===== config.mk =====
export PLATFORM = sky130hd
export DESIGN_NAME = step_sequencer_lookahead_flat
export DESIGN_NICKNAME = d
export VERILOG_FILES = /design/src/hw/rtl/ssl_pkg.sv /design/src/hw/rtl/ssl_req_if.sv /design/src/hw/rtl/ssl_hit_if.sv /design/src/hw/rtl/ssl_cfg_if.sv /design/src/hw/rtl/ssl_ram.sv /design/src/hw/rtl/step_sequencer_lookahead.sv /design/src/flat_wrapper.sv
export SDC_FILE = /design/constraint.sdc
export NUM_CORES = 1
export LEC_CHECK = 0
export ABC_CLOCK_PERIOD_IN_PS = 12400
export BUFFER_PORTS_ARGS = -buffer_cell sky130_fd_sc_hd__buf_2
export CORE_ASPECT_RATIO = 1.2
export CORE_MARGIN = 10
export CORE_UTILIZATION = 30
export DETAILED_ROUTE_END_ITERATION = 12
export REMOVE_ABC_BUFFERS = 1
export SYNTH_ARGS = -nofsm -noshare
export SYNTH_HDL_FRONTEND = slang
export SYNTH_SLANG_ARGS = --single-unit

===== constraint.sdc =====
create_clock -name clk -period 12.4 [get_ports clk]
set_input_delay 0.62 -clock clk [delete_from_list [all_inputs] [get_ports clk]]
set_output_delay 0.62 -clock clk [all_outputs]
set_load 0.02 [all_outputs]

===== src/hw/rtl/ssl_pkg.sv =====
// ----------------------------------------------------------------------------
// Step sequencer package
// Shared constants, codes, record types and the filter cutoff table.
// ----------------------------------------------------------------------------
package ssl_pkg;

  localparam int NUM_STEPS = 32;
  localparam int NUM_SLOTS = 6;
  localparam int IDX_W     = $clog2(NUM_STEPS);
  localparam int SLOT_W    = $clog2(NUM_SLOTS);
  localparam int MAX_ITER  = 9;
  localparam int ITER_W    = $clog2(MAX_ITER + 1);

  localparam int TIME_W       = 20;
  localparam int SUM_W        = TIME_W + 1;
  localparam int STEP_US_W    = 18;
  localparam int LOOKAHEAD_US = 34000;
  localparam int TIME_MIN     = -(2 ** (TIME_W - 1));
  localparam int US_PER_MS    = 1000;

  // floor(t / 1000) == (t * DIV_MUL) >> DIV_SHIFT for every t below 2^16.
  localparam int DIV_MUL   = 67109;
  localparam int DIV_SHIFT = 26;
  localparam int PROD_W    = 33;

  localparam logic [1:0] REQ_WRITE  = 2'd0;
  localparam logic [1:0] REQ_TOGGLE = 2'd1;
  localparam logic [1:0] REQ_TICK   = 2'd2;

  localparam logic [1:0] CFG_STEP_MS     = 2'd0;
  localparam logic [1:0] CFG_RESONANCE   = 2'd1;
  localparam logic [1:0] CFG_LOOP_ENABLE = 2'd2;

  localparam logic [7:0]  STEP_MS_RESET   = 8'd80;
  localparam logic [3:0]  RESONANCE_RESET = 4'd6;
  localparam logic [7:0]  DUR_PAD         = 8'd5;
  localparam logic [3:0]  SLOT_BASE       = 4'd10;
  localparam logic [3:0]  CUT_OFF         = 4'd15;
  localparam logic [11:0] OFF_HZ          = 12'd1000;
  localparam logic [6:0]  RESET_PITCH     = 7'd36;

  typedef struct packed {
    logic [6:0] pitch;
    logic [2:0] wave;
    logic [2:0] vol;
    logic [3:0] cut;
  } step_t;

  localparam int STEP_W = $bits(step_t);

  localparam step_t RESET_STEP = '{pitch: RESET_PITCH, wave: 3'd0, vol: 3'd0, cut: CUT_OFF};

  typedef struct packed {
    logic [5:0]  delay_ms;
    logic [6:0]  pitch;
    logic [3:0]  slot;
    logic [2:0]  wave;
    logic [2:0]  vol;
    logic [7:0]  dur;
    logic        filter_on;
    logic [11:0] cutoff;
    logic [3:0]  res;
  } hit_t;

  // floor(150 * 2^(c/3)) Hz for cut levels 0 to 14.
  function automatic logic [11:0] cut_hz(input logic [3:0] c);
    logic [11:0] hz;
    case (c)
      4'd0:    hz = 12'd150;
      4'd1:    hz = 12'd188;
      4'd2:    hz = 12'd238;
      4'd3:    hz = 12'd300;
      4'd4:    hz = 12'd377;
      4'd5:    hz = 12'd476;
      4'd6:    hz = 12'd600;
      4'd7:    hz = 12'd755;
      4'd8:    hz = 12'd952;
      4'd9:    hz = 12'd1200;
      4'd10:   hz = 12'd1511;
      4'd11:   hz = 12'd1904;
      4'd12:   hz = 12'd2400;
      4'd13:   hz = 12'd3023;
      4'd14:   hz = 12'd3809;
      default: hz = OFF_HZ;
    endcase
    return hz;
  endfunction

endpackage


===== src/hw/rtl/ssl_req_if.sv =====
// ----------------------------------------------------------------------------
// Request channel
// Valid/ready channel carrying write, toggle and tick words.
// ----------------------------------------------------------------------------
interface ssl_req_if;
  logic        valid;
  logic        ready;
  logic [1:0]  req_type;
  logic [4:0]  step_index;
  logic [6:0]  note_pitch;
  logic [2:0]  wave_kind;
  logic [2:0]  step_volume;
  logic [3:0]  cut_level;
  logic [15:0] elapsed_us;

  modport source (
    output valid, req_type, step_index, note_pitch, wave_kind, step_volume,
           cut_level, elapsed_us,
    input  ready
  );
  modport sink (
    input  valid, req_type, step_index, note_pitch, wave_kind, step_volume,
           cut_level, elapsed_us,
    output ready
  );
endinterface


===== src/hw/rtl/ssl_hit_if.sv =====
// ----------------------------------------------------------------------------
// Hit channel
// Valid/ready channel carrying one scheduled hit per word.
// ----------------------------------------------------------------------------
interface ssl_hit_if;
  logic        valid;
  logic        ready;
  logic [5:0]  delay_ms;
  logic [6:0]  hit_pitch;
  logic [3:0]  voice_slot;
  logic [2:0]  hit_wave;
  logic [2:0]  hit_volume;
  logic [7:0]  duration_ms;
  logic        filter_on;
  logic [11:0] cutoff_hz;
  logic [3:0]  hit_resonance;
  logic        last;

  modport source (
    output valid, delay_ms, hit_pitch, voice_slot, hit_wave, hit_volume,
           duration_ms, filter_on, cutoff_hz, hit_resonance, last,
    input  ready
  );
  modport sink (
    input  valid, delay_ms, hit_pitch, voice_slot, hit_wave, hit_volume,
           duration_ms, filter_on, cutoff_hz, hit_resonance, last,
    output ready
  );
endinterface


===== src/hw/rtl/ssl_cfg_if.sv =====
// ----------------------------------------------------------------------------
// Configuration channel
// Valid/ready register write channel: register index and write data.
// ----------------------------------------------------------------------------
interface ssl_cfg_if;
  logic       valid;
  logic       ready;
  logic [1:0] index;
  logic [7:0] data;

  modport source (output valid, index, data, input ready);
  modport sink (input valid, index, data, output ready);
endinterface


===== src/hw/rtl/ssl_ram.sv =====
// ----------------------------------------------------------------------------
// Generic RAM
// One write port and one read port with registered read data.
// ----------------------------------------------------------------------------
module ssl_ram #(
  parameter int WIDTH = 8,
  parameter int DEPTH = 32
) (
  input  logic                     clk,
  input  logic                     we,
  input  logic [$clog2(DEPTH)-1:0] waddr,
  input  logic [WIDTH-1:0]         wdata,
  input  logic [$clog2(DEPTH)-1:0] raddr,
  output logic [WIDTH-1:0]         rdata
);

  logic [WIDTH-1:0] mem [DEPTH];

  always_ff @(posedge clk) begin
    if (we) begin
      mem[waddr] <= wdata;
    end
    rdata <= mem[raddr];
  end

endmodule


===== src/hw/rtl/step_sequencer_lookahead.sv =====
// ----------------------------------------------------------------------------
// Step sequencer with lookahead scheduling
// Stores steps, runs a signed microsecond timer and emits hits ahead of time.
// ----------------------------------------------------------------------------
// Write and toggle words are taken in the idle state. A tick goes through accept, subtract and check,
// then a step and a check per step handled (at most 9), then a flush for the final hit,
// and waits while the hit channel stalls. One timer adder is shared by the tick subtract and
// every step advance, and the step store is read through one registered port.
// After reset the block is stopped, every step reads silent (pitch 36, cut 15) through
// per-entry valid bits, and step_ms, resonance and loop_enable are 80, 6 and 0.
module step_sequencer_lookahead import ssl_pkg::*; (
  input logic      clk,
  input logic      rst,
  ssl_req_if.sink  req,
  ssl_hit_if.source hit,
  ssl_cfg_if.sink  cfg
);

  localparam logic [2:0] S_IDLE  = 3'd0;
  localparam logic [2:0] S_SUB   = 3'd1;
  localparam logic [2:0] S_CHECK = 3'd2;
  localparam logic [2:0] S_STEP  = 3'd3;
  localparam logic [2:0] S_FLUSH = 3'd4;

  logic [2:0]                state;
  logic [7:0]                step_ms;
  logic [STEP_US_W-1:0]      step_us;
  logic [3:0]                resonance;
  logic                      loop_enable;
  logic                      playing;
  logic [IDX_W-1:0]          play_index;
  logic signed [TIME_W-1:0]  time_us;
  logic [SLOT_W-1:0]         slot_cnt;
  logic [ITER_W-1:0]         iter;
  logic [NUM_STEPS-1:0]      valid_bits;
  logic                      rd_valid;
  logic                      pend_valid;
  logic                      out_valid;
  logic [15:0]               elapsed;
  hit_t                      pend;
  hit_t                      out_q;
  logic                      out_last;

  logic                      in_fire;
  logic                      write_ok;
  logic [IDX_W-1:0]          waddr;
  step_t                     wstep;
  logic [STEP_W-1:0]         rd_data;
  step_t                     st;
  logic signed [SUM_W-1:0]   add_b;
  logic signed [SUM_W-1:0]   add_sum;
  logic signed [TIME_W-1:0]  time_next;
  logic [PROD_W-1:0]         prod;
  logic [8:0]                dur_sum;
  hit_t                      hit_new;
  logic                      emit;
  logic                      out_free;
  logic                      stall;
  logic                      more;

  assign req.ready = (state == S_IDLE);
  assign cfg.ready = 1'b1;
  assign in_fire   = req.valid && req.ready;

  // Step store
  assign write_ok = in_fire && (req.req_type == REQ_WRITE) && (int'(req.step_index) < NUM_STEPS);
  assign waddr    = IDX_W'(req.step_index);
  assign wstep    = '{pitch: req.note_pitch, wave: req.wave_kind,
                      vol: req.step_volume, cut: req.cut_level};

  ssl_ram #(.WIDTH(STEP_W), .DEPTH(NUM_STEPS)) u_store (
    .clk   (clk),
    .we    (write_ok),
    .waddr (waddr),
    .wdata (wstep),
    .raddr (play_index),
    .rdata (rd_data)
  );

  assign st = rd_valid ? step_t'(rd_data) : RESET_STEP;

  // Shared timer adder: subtracts the elapsed time on a tick, adds one step otherwise.
  always_comb begin
    if (state == S_SUB) begin
      add_b = SUM_W'(0) - $signed(SUM_W'(elapsed));
    end else begin
      add_b = $signed(SUM_W'(step_us));
    end
    add_sum = SUM_W'(time_us) + add_b;
    if (add_sum < SUM_W'(TIME_MIN)) begin
      time_next = TIME_W'(TIME_MIN);
    end else begin
      time_next = add_sum[TIME_W-1:0];
    end
  end

  assign more = playing && (time_us < TIME_W'(LOOKAHEAD_US)) && (iter < ITER_W'(MAX_ITER));

  // Hit formation. The timer is below the lookahead here, so its low 16 bits suffice.
  assign prod    = PROD_W'(time_us[15:0]) * PROD_W'(DIV_MUL);
  assign dur_sum = {1'b0, step_ms} + {1'b0, DUR_PAD};

  always_comb begin
    hit_new.delay_ms  = (time_us > 0) ? prod[DIV_SHIFT +: 6] : 6'd0;
    hit_new.pitch     = st.pitch;
    hit_new.slot      = SLOT_BASE + 4'(slot_cnt);
    hit_new.wave      = st.wave;
    hit_new.vol       = st.vol;
    hit_new.dur       = dur_sum[8] ? 8'hFF : dur_sum[7:0];
    hit_new.filter_on = (st.cut != CUT_OFF);
    hit_new.cutoff    = (st.cut != CUT_OFF) ? cut_hz(st.cut) : OFF_HZ;
    hit_new.res       = (st.cut != CUT_OFF) ? resonance : 4'd0;
  end

  // A hit waits in pend until the next hit or the end of the tick tells whether it is last.
  assign emit     = (st.vol != 3'd0);
  assign out_free = !out_valid || hit.ready;
  assign stall    = emit && pend_valid && !out_free;

  always_ff @(posedge clk) begin
    if (rst) begin
      state       <= S_IDLE;
      step_ms     <= STEP_MS_RESET;
      step_us     <= STEP_US_W'(int'(STEP_MS_RESET) * US_PER_MS);
      resonance   <= RESONANCE_RESET;
      loop_enable <= 1'b0;
      playing     <= 1'b0;
      play_index  <= '0;
      time_us     <= '0;
      slot_cnt    <= '0;
      iter        <= '0;
      valid_bits  <= '0;
      rd_valid    <= 1'b0;
      pend_valid  <= 1'b0;
      out_valid   <= 1'b0;
    end else begin
      rd_valid <= valid_bits[play_index];
      if (out_valid && hit.ready) begin
        out_valid <= 1'b0;
      end
      if (write_ok) begin
        valid_bits[waddr] <= 1'b1;
      end

      if (cfg.valid) begin
        case (cfg.index)
          CFG_STEP_MS: begin
            step_ms <= cfg.data;
            step_us <= STEP_US_W'(STEP_US_W'(cfg.data) * STEP_US_W'(US_PER_MS));
          end
          CFG_RESONANCE:   resonance   <= cfg.data[3:0];
          CFG_LOOP_ENABLE: loop_enable <= cfg.data[0];
          default: ;
        endcase
      end

      case (state)
        S_IDLE: begin
          if (in_fire) begin
            case (req.req_type)
              REQ_TOGGLE: begin
                if (!playing) begin
                  playing <= 1'b1;
                  time_us <= '0;
                end else begin
                  playing <= 1'b0;
                end
                play_index <= '0;
              end
              REQ_TICK: begin
                iter  <= '0;
                state <= S_SUB;
              end
              default: ;
            endcase
          end
        end
        S_SUB: begin
          if (playing) begin
            time_us <= time_next;
          end
          state <= S_CHECK;
        end
        S_CHECK: begin
          if (more) begin
            state <= S_STEP;
          end else if (pend_valid) begin
            state <= S_FLUSH;
          end else begin
            state <= S_IDLE;
          end
        end
        S_STEP: begin
          if (!stall) begin
            if (emit) begin
              if (pend_valid) begin
                out_valid <= 1'b1;
              end
              pend_valid <= 1'b1;
              slot_cnt   <= (slot_cnt == SLOT_W'(NUM_SLOTS - 1)) ? '0 :
                            SLOT_W'(slot_cnt + 1'b1);
            end
            time_us <= time_next;
            iter    <= ITER_W'(iter + 1'b1);
            if (play_index == IDX_W'(NUM_STEPS - 1)) begin
              play_index <= '0;
              if (!loop_enable) begin
                playing <= 1'b0;
              end
            end else begin
              play_index <= IDX_W'(play_index + 1'b1);
            end
            state <= S_CHECK;
          end
        end
        S_FLUSH: begin
          if (out_free) begin
            out_valid  <= 1'b1;
            pend_valid <= 1'b0;
            state      <= S_IDLE;
          end
        end
        default: state <= S_IDLE;
      endcase
    end
  end

  // Payload registers
  always_ff @(posedge clk) begin
    if (in_fire) begin
      elapsed <= req.elapsed_us;
    end
    if (state == S_STEP && emit && !stall) begin
      pend <= hit_new;
      if (pend_valid) begin
        out_q    <= pend;
        out_last <= 1'b0;
      end
    end
    if (state == S_FLUSH && out_free) begin
      out_q    <= pend;
      out_last <= 1'b1;
    end
  end

  assign hit.valid         = out_valid;
  assign hit.delay_ms      = out_q.delay_ms;
  assign hit.hit_pitch     = out_q.pitch;
  assign hit.voice_slot    = out_q.slot;
  assign hit.hit_wave      = out_q.wave;
  assign hit.hit_volume    = out_q.vol;
  assign hit.duration_ms   = out_q.dur;
  assign hit.filter_on     = out_q.filter_on;
  assign hit.cutoff_hz     = out_q.cutoff;
  assign hit.hit_resonance = out_q.res;
  assign hit.last          = out_last;

endmodule


===== src/flat_wrapper.sv =====
// flat-port wrapper written by rule: the top's interface ports become plain ports
module step_sequencer_lookahead_flat import ssl_pkg::*;
  (clk, rst, req_valid, req_req_type, req_step_index, req_note_pitch, req_wave_kind, req_step_volume, req_cut_level, req_elapsed_us, req_ready, hit_valid, hit_delay_ms, hit_hit_pitch, hit_voice_slot, hit_hit_wave, hit_hit_volume, hit_duration_ms, hit_filter_on, hit_cutoff_hz, hit_hit_resonance, hit_last, hit_ready, cfg_valid, cfg_index, cfg_data, cfg_ready);
  ssl_req_if req_i ();
  ssl_hit_if hit_i ();
  ssl_cfg_if cfg_i ();
  input logic clk;
  input logic rst;
  input wire logic [$bits(req_i.valid)-1:0] req_valid;
  input wire logic [$bits(req_i.req_type)-1:0] req_req_type;
  input wire logic [$bits(req_i.step_index)-1:0] req_step_index;
  input wire logic [$bits(req_i.note_pitch)-1:0] req_note_pitch;
  input wire logic [$bits(req_i.wave_kind)-1:0] req_wave_kind;
  input wire logic [$bits(req_i.step_volume)-1:0] req_step_volume;
  input wire logic [$bits(req_i.cut_level)-1:0] req_cut_level;
  input wire logic [$bits(req_i.elapsed_us)-1:0] req_elapsed_us;
  output wire logic [$bits(req_i.ready)-1:0] req_ready;
  output wire logic [$bits(hit_i.valid)-1:0] hit_valid;
  output wire logic [$bits(hit_i.delay_ms)-1:0] hit_delay_ms;
  output wire logic [$bits(hit_i.hit_pitch)-1:0] hit_hit_pitch;
  output wire logic [$bits(hit_i.voice_slot)-1:0] hit_voice_slot;
  output wire logic [$bits(hit_i.hit_wave)-1:0] hit_hit_wave;
  output wire logic [$bits(hit_i.hit_volume)-1:0] hit_hit_volume;
  output wire logic [$bits(hit_i.duration_ms)-1:0] hit_duration_ms;
  output wire logic [$bits(hit_i.filter_on)-1:0] hit_filter_on;
  output wire logic [$bits(hit_i.cutoff_hz)-1:0] hit_cutoff_hz;
  output wire logic [$bits(hit_i.hit_resonance)-1:0] hit_hit_resonance;
  output wire logic [$bits(hit_i.last)-1:0] hit_last;
  input wire logic [$bits(hit_i.ready)-1:0] hit_ready;
  input wire logic [$bits(cfg_i.valid)-1:0] cfg_valid;
  input wire logic [$bits(cfg_i.index)-1:0] cfg_index;
  input wire logic [$bits(cfg_i.data)-1:0] cfg_data;
  output wire logic [$bits(cfg_i.ready)-1:0] cfg_ready;
  assign req_i.valid = req_valid;
  assign req_i.req_type = req_req_type;
  assign req_i.step_index = req_step_index;
  assign req_i.note_pitch = req_note_pitch;
  assign req_i.wave_kind = req_wave_kind;
  assign req_i.step_volume = req_step_volume;
  assign req_i.cut_level = req_cut_level;
  assign req_i.elapsed_us = req_elapsed_us;
  assign req_ready = req_i.ready;
  assign hit_valid = hit_i.valid;
  assign hit_delay_ms = hit_i.delay_ms;
  assign hit_hit_pitch = hit_i.hit_pitch;
  assign hit_voice_slot = hit_i.voice_slot;
  assign hit_hit_wave = hit_i.hit_wave;
  assign hit_hit_volume = hit_i.hit_volume;
  assign hit_duration_ms = hit_i.duration_ms;
  assign hit_filter_on = hit_i.filter_on;
  assign hit_cutoff_hz = hit_i.cutoff_hz;
  assign hit_hit_resonance = hit_i.hit_resonance;
  assign hit_last = hit_i.last;
  assign hit_i.ready = hit_ready;
  assign cfg_i.valid = cfg_valid;
  assign cfg_i.index = cfg_index;
  assign cfg_i.data = cfg_data;
  assign cfg_ready = cfg_i.ready;
  step_sequencer_lookahead u_core (.clk(clk), .rst(rst), .req(req_i), .hit(hit_i), .cfg(cfg_i));
endmodule

==> qor.yml <==
run_status:
  status: "finished clean"
cells_and_area:
  drive_gt1_share_pct: 21.8
  area_growth_pct: 15.0
  seq_area_sq_um: 22000
  multi_input_area_sq_um: 12200
  fill_cells: 10800
  fin_area_sq_um: 40000
  layout.nets: 2555
drt:
  detail-route-antenna-nets: 0
  drt_pre_antenna_iters: 6
  drc: 0
  via_count: 18800
  highest_layer: "met5"
  wl_met1_mm: 33.9
  wl_mm: 83.1
  wl_met3_mm: 5.24
  via_per_inst: 4.93
  wl_met2_mm: 42.0
  drtIter0Drc: 1355
  route.detailed.wl_per_inst_um: 21.8
place:
  hpwl_mm: 51.3
  place_area_sq_um: 37200
  place_congestion: 0.829
  io_buffers: 105
  dp_slack_ps: 6990
cts:
  clockRootBuffer: "clkbuf_16"
  clk_pin_slew_worst_paths_ps: 60
  ctsResizeCount: 0
  clkLatencyLatePin_ps: 640
  cts_htree_levels: 3
  cts_hold_buffers: 0
  cts_num_sinks: 771
  cts.path.max_buffers: 3
  cts_setup_buffers: 0
  cts_tree: "done"
  cts_buffers: 81
logic_synthesis:
  yosysWarnings: 0
  yosys.area_share.simple_pct: 5.16
  synth_compound_area_share_pct: 4.31
  syn_area_sq_um: 34800
  synthAdderAreaFrac_pct: 11.2
  synthArstFlopShare_pct: 0
  yosysSeqAreaShare_pct: 63.3
  synth_top_cell_by_area: "edfxtp_1"
  synth_xor_area_share_pct: 1.16
  avgSynthCellArea_sq_um: 16.6
  ys_ff_latch: 771
  synth.distinct_cells: 77
  ys.flop_type: "edfxtp_1"
  synth_mux_area_share_pct: 12.5
  synth_edf_count: 656
  synth.area.top_cells: "edfxtp_1 57%, mux4_2 12%, ha_1 7.7%"
  synth_cells: 2097
  synth_top_family_by_area: "multiplexers"
  synth_top_cell_area_share_pct: 56.7
floorplan:
  rows: 136
  fp.dieW_um: 331
  dieArea_sq_um: 130000
  die_h_um: 393
  start_util_pct: 30.3
  coreArea_sq_um: 115000
  io_pins: 107
power:
  leakage_nw: 14.2
  total_power_mw: 5.84
  powerDensity_nw_per_um2: 146
  vdd_drop_max_v: 0.000105
sta:
  hold_violations: 0
  fin_skew_ps: 28.9
  setup_ws_ps: 7010
  min_period_ps: 5390
  rsz0062_at_grt: "false"
  max_freq_mhz: 185
  worst_slew_pin_slew_ps: 1180
  setup_tns_ps: 0
  slew_viol_final: 0
  finalCritPeriodShare_pct: 43.5
  hold_slack_ps: 161
  setup_viol: 0
  slew_headroom_pct: 21.6
global_routing:
  grt_pass1_vias: 20100
  grt_max_degree: 77
  grt_first_pass_wirelength_mm: 125
  grt_usage_pct: 12.7
  antenna_found_initial: 10
  grt_overflow: 0
worst_setup_path:
  crit_path_end_kind: "flop"
  worstPathArrival_ps: 5760
  critPathRequiredTime_ps: 12770
  reg2reg_slack_ps: 7010
  cp_max_fo: 10
  critical_path_class: "flop to flop"
  critPathLaunchType: "flop"
flow_run:
  cap_viol_max_count: 0
min_path:
  hp-class: "input port to flop"
critical path, stage by stage, from the launching register on:
cell and delay [ps]:
dfxtp_1 650, ha_1 340, ha_1 290, fa_1 530, fa_1 430, ha_1 300, inv_1 50, fa_1 530
inv_1 50, ha_1 280, a211oi_1 70, o21bai_1 190, a21oi_1 90, a21boi_0 460, o2111ai_1 270, a311oi_1 380
or3_1 160, a21oi_1 60
registers in the layout, indices dropped and copies added (netlist names), 5 cells and up:
register / flops
u_core.step_us: 13
u_core.hit.delay_ms: 6
u_core.hit.cutoff_hz: 12
u_core.valid_bits: 32
u_core.hit.duration_ms: 8
u_core.step_ms: 8
u_core.pend: 48
u_core.hit.hit_pitch: 7
u_core.play_index: 5
u_core.u_store.rdata: 17
u_core.u_store.mem: 544
u_core.elapsed: 16
u_core.time_us: 20
cell type report:
type | instances | share of cell area, %
Inverter | 122 | 1.15
Clock buffer | 108 | 5.58
Sequential cell | 771 | 55.1
Multi-Input combinational cell | 1127 | 30.6
Antenna cell | 3 | 0.0188
Tap cell | 1518 | 4.75
Clock inverter | 43 | 1.22
Timing Repair Buffer | 122 | 1.63
cell usage in the layout (no fill, tap or decap), drive strengths merged, types with 9 or more instances in the layout:
master	netlist	final
clkinv	0	29
mux2i	9	9
o21a	17	17
nor3	25	25
o21ai	37	37
xnor2	23	23
dfxtp	115	115
xor2	23	23
nand2	99	99
nand3	18	18
mux4	181	181
and2	21	21
or3	10	10
a21oi	57	57
nor2	142	142
buf	25	122
clkbuf	52	108
a211oi	11	11
nand2b	19	19
nor3b	10	10
fa	62	62
a22o	20	20
a21o	11	11
ha	213	213
edfxtp	656	656
inv	122	124
mux2	17	17
o211ai	9	9
cells by family after synthesis:
kind of cell / count (synthesis)
compound gates: 216
buf+inv: 199
other cells: 1
fa+ha+maj: 275
flops: 771
simple gates: 382
mux: 207
xor+xnor: 46
synthesized netlist by cell type, drive strengths merged, types with 3 or more instances:
cell    count
o22ai       4
a31o        7
a21oi      57
nor2b       7
nand4       5
nor3b      10
nand2b     19
nor3       25
and2       21
a211o       4
a21boi      3
o21a       17
or2         3
nand3b      6
nand3      18
and3        6
ha        213
nor4        4
o31ai       6
a311oi      3
buf        25
mux2       17
o21bai      7
inv       122
mux2i       9
a211oi     11
edfxtp    656
xor2       23
a31oi       5
nor2      142
dfxtp     115
xnor2      23
mux4      181
nand2      99
or3b        3
or3        10
fa         62
o211ai      9
clkbuf     52
o21ai      37
a22o       20
a21o       11
final timing paths:
check | start | endpoint | cells after the start
worst min register to register | u_core.pend[4] | u_core.hit.cutoff_hz[0] | 0
worst max register to register | u_core.time_us[2] | u_core.pend[47] | 17
worst max-delay path | u_core.time_us[2] | u_core.pend[47] | 17
worst min-delay path | req_elapsed_us[8] | u_core.elapsed[8] | 1
metal layers:
| layer | vias up | track usage, % |
|---|---|---|
| li1 | 8312 | - |
| met1 | 9781 | 15.7 |
| met2 | 560 | 22.2 |
| met3 | 131 | 2.71 |
| met4 | 8 | 3.49 |
| met5 | - | 0 |
report_power, final:
group          internal [mW]  total [mW]  leakage [nW]  switching, mW
combinational          0.208       0.538          6.07          0.330
clock                   1.41        2.44          1.31           1.03
sequential              2.83        2.86          6.85         0.0297
per-stage QoR:
stage	instances	utilization (%)
2_1_floorplan	2020	-
3_3_place_gp	3660	32.4
3_5_place_dp	3660	32.4
4_1_cts	3811	34.8
5_1_grt	3813	34.8
6_report	3814	34.8
(Power assumes the default switching activity.)
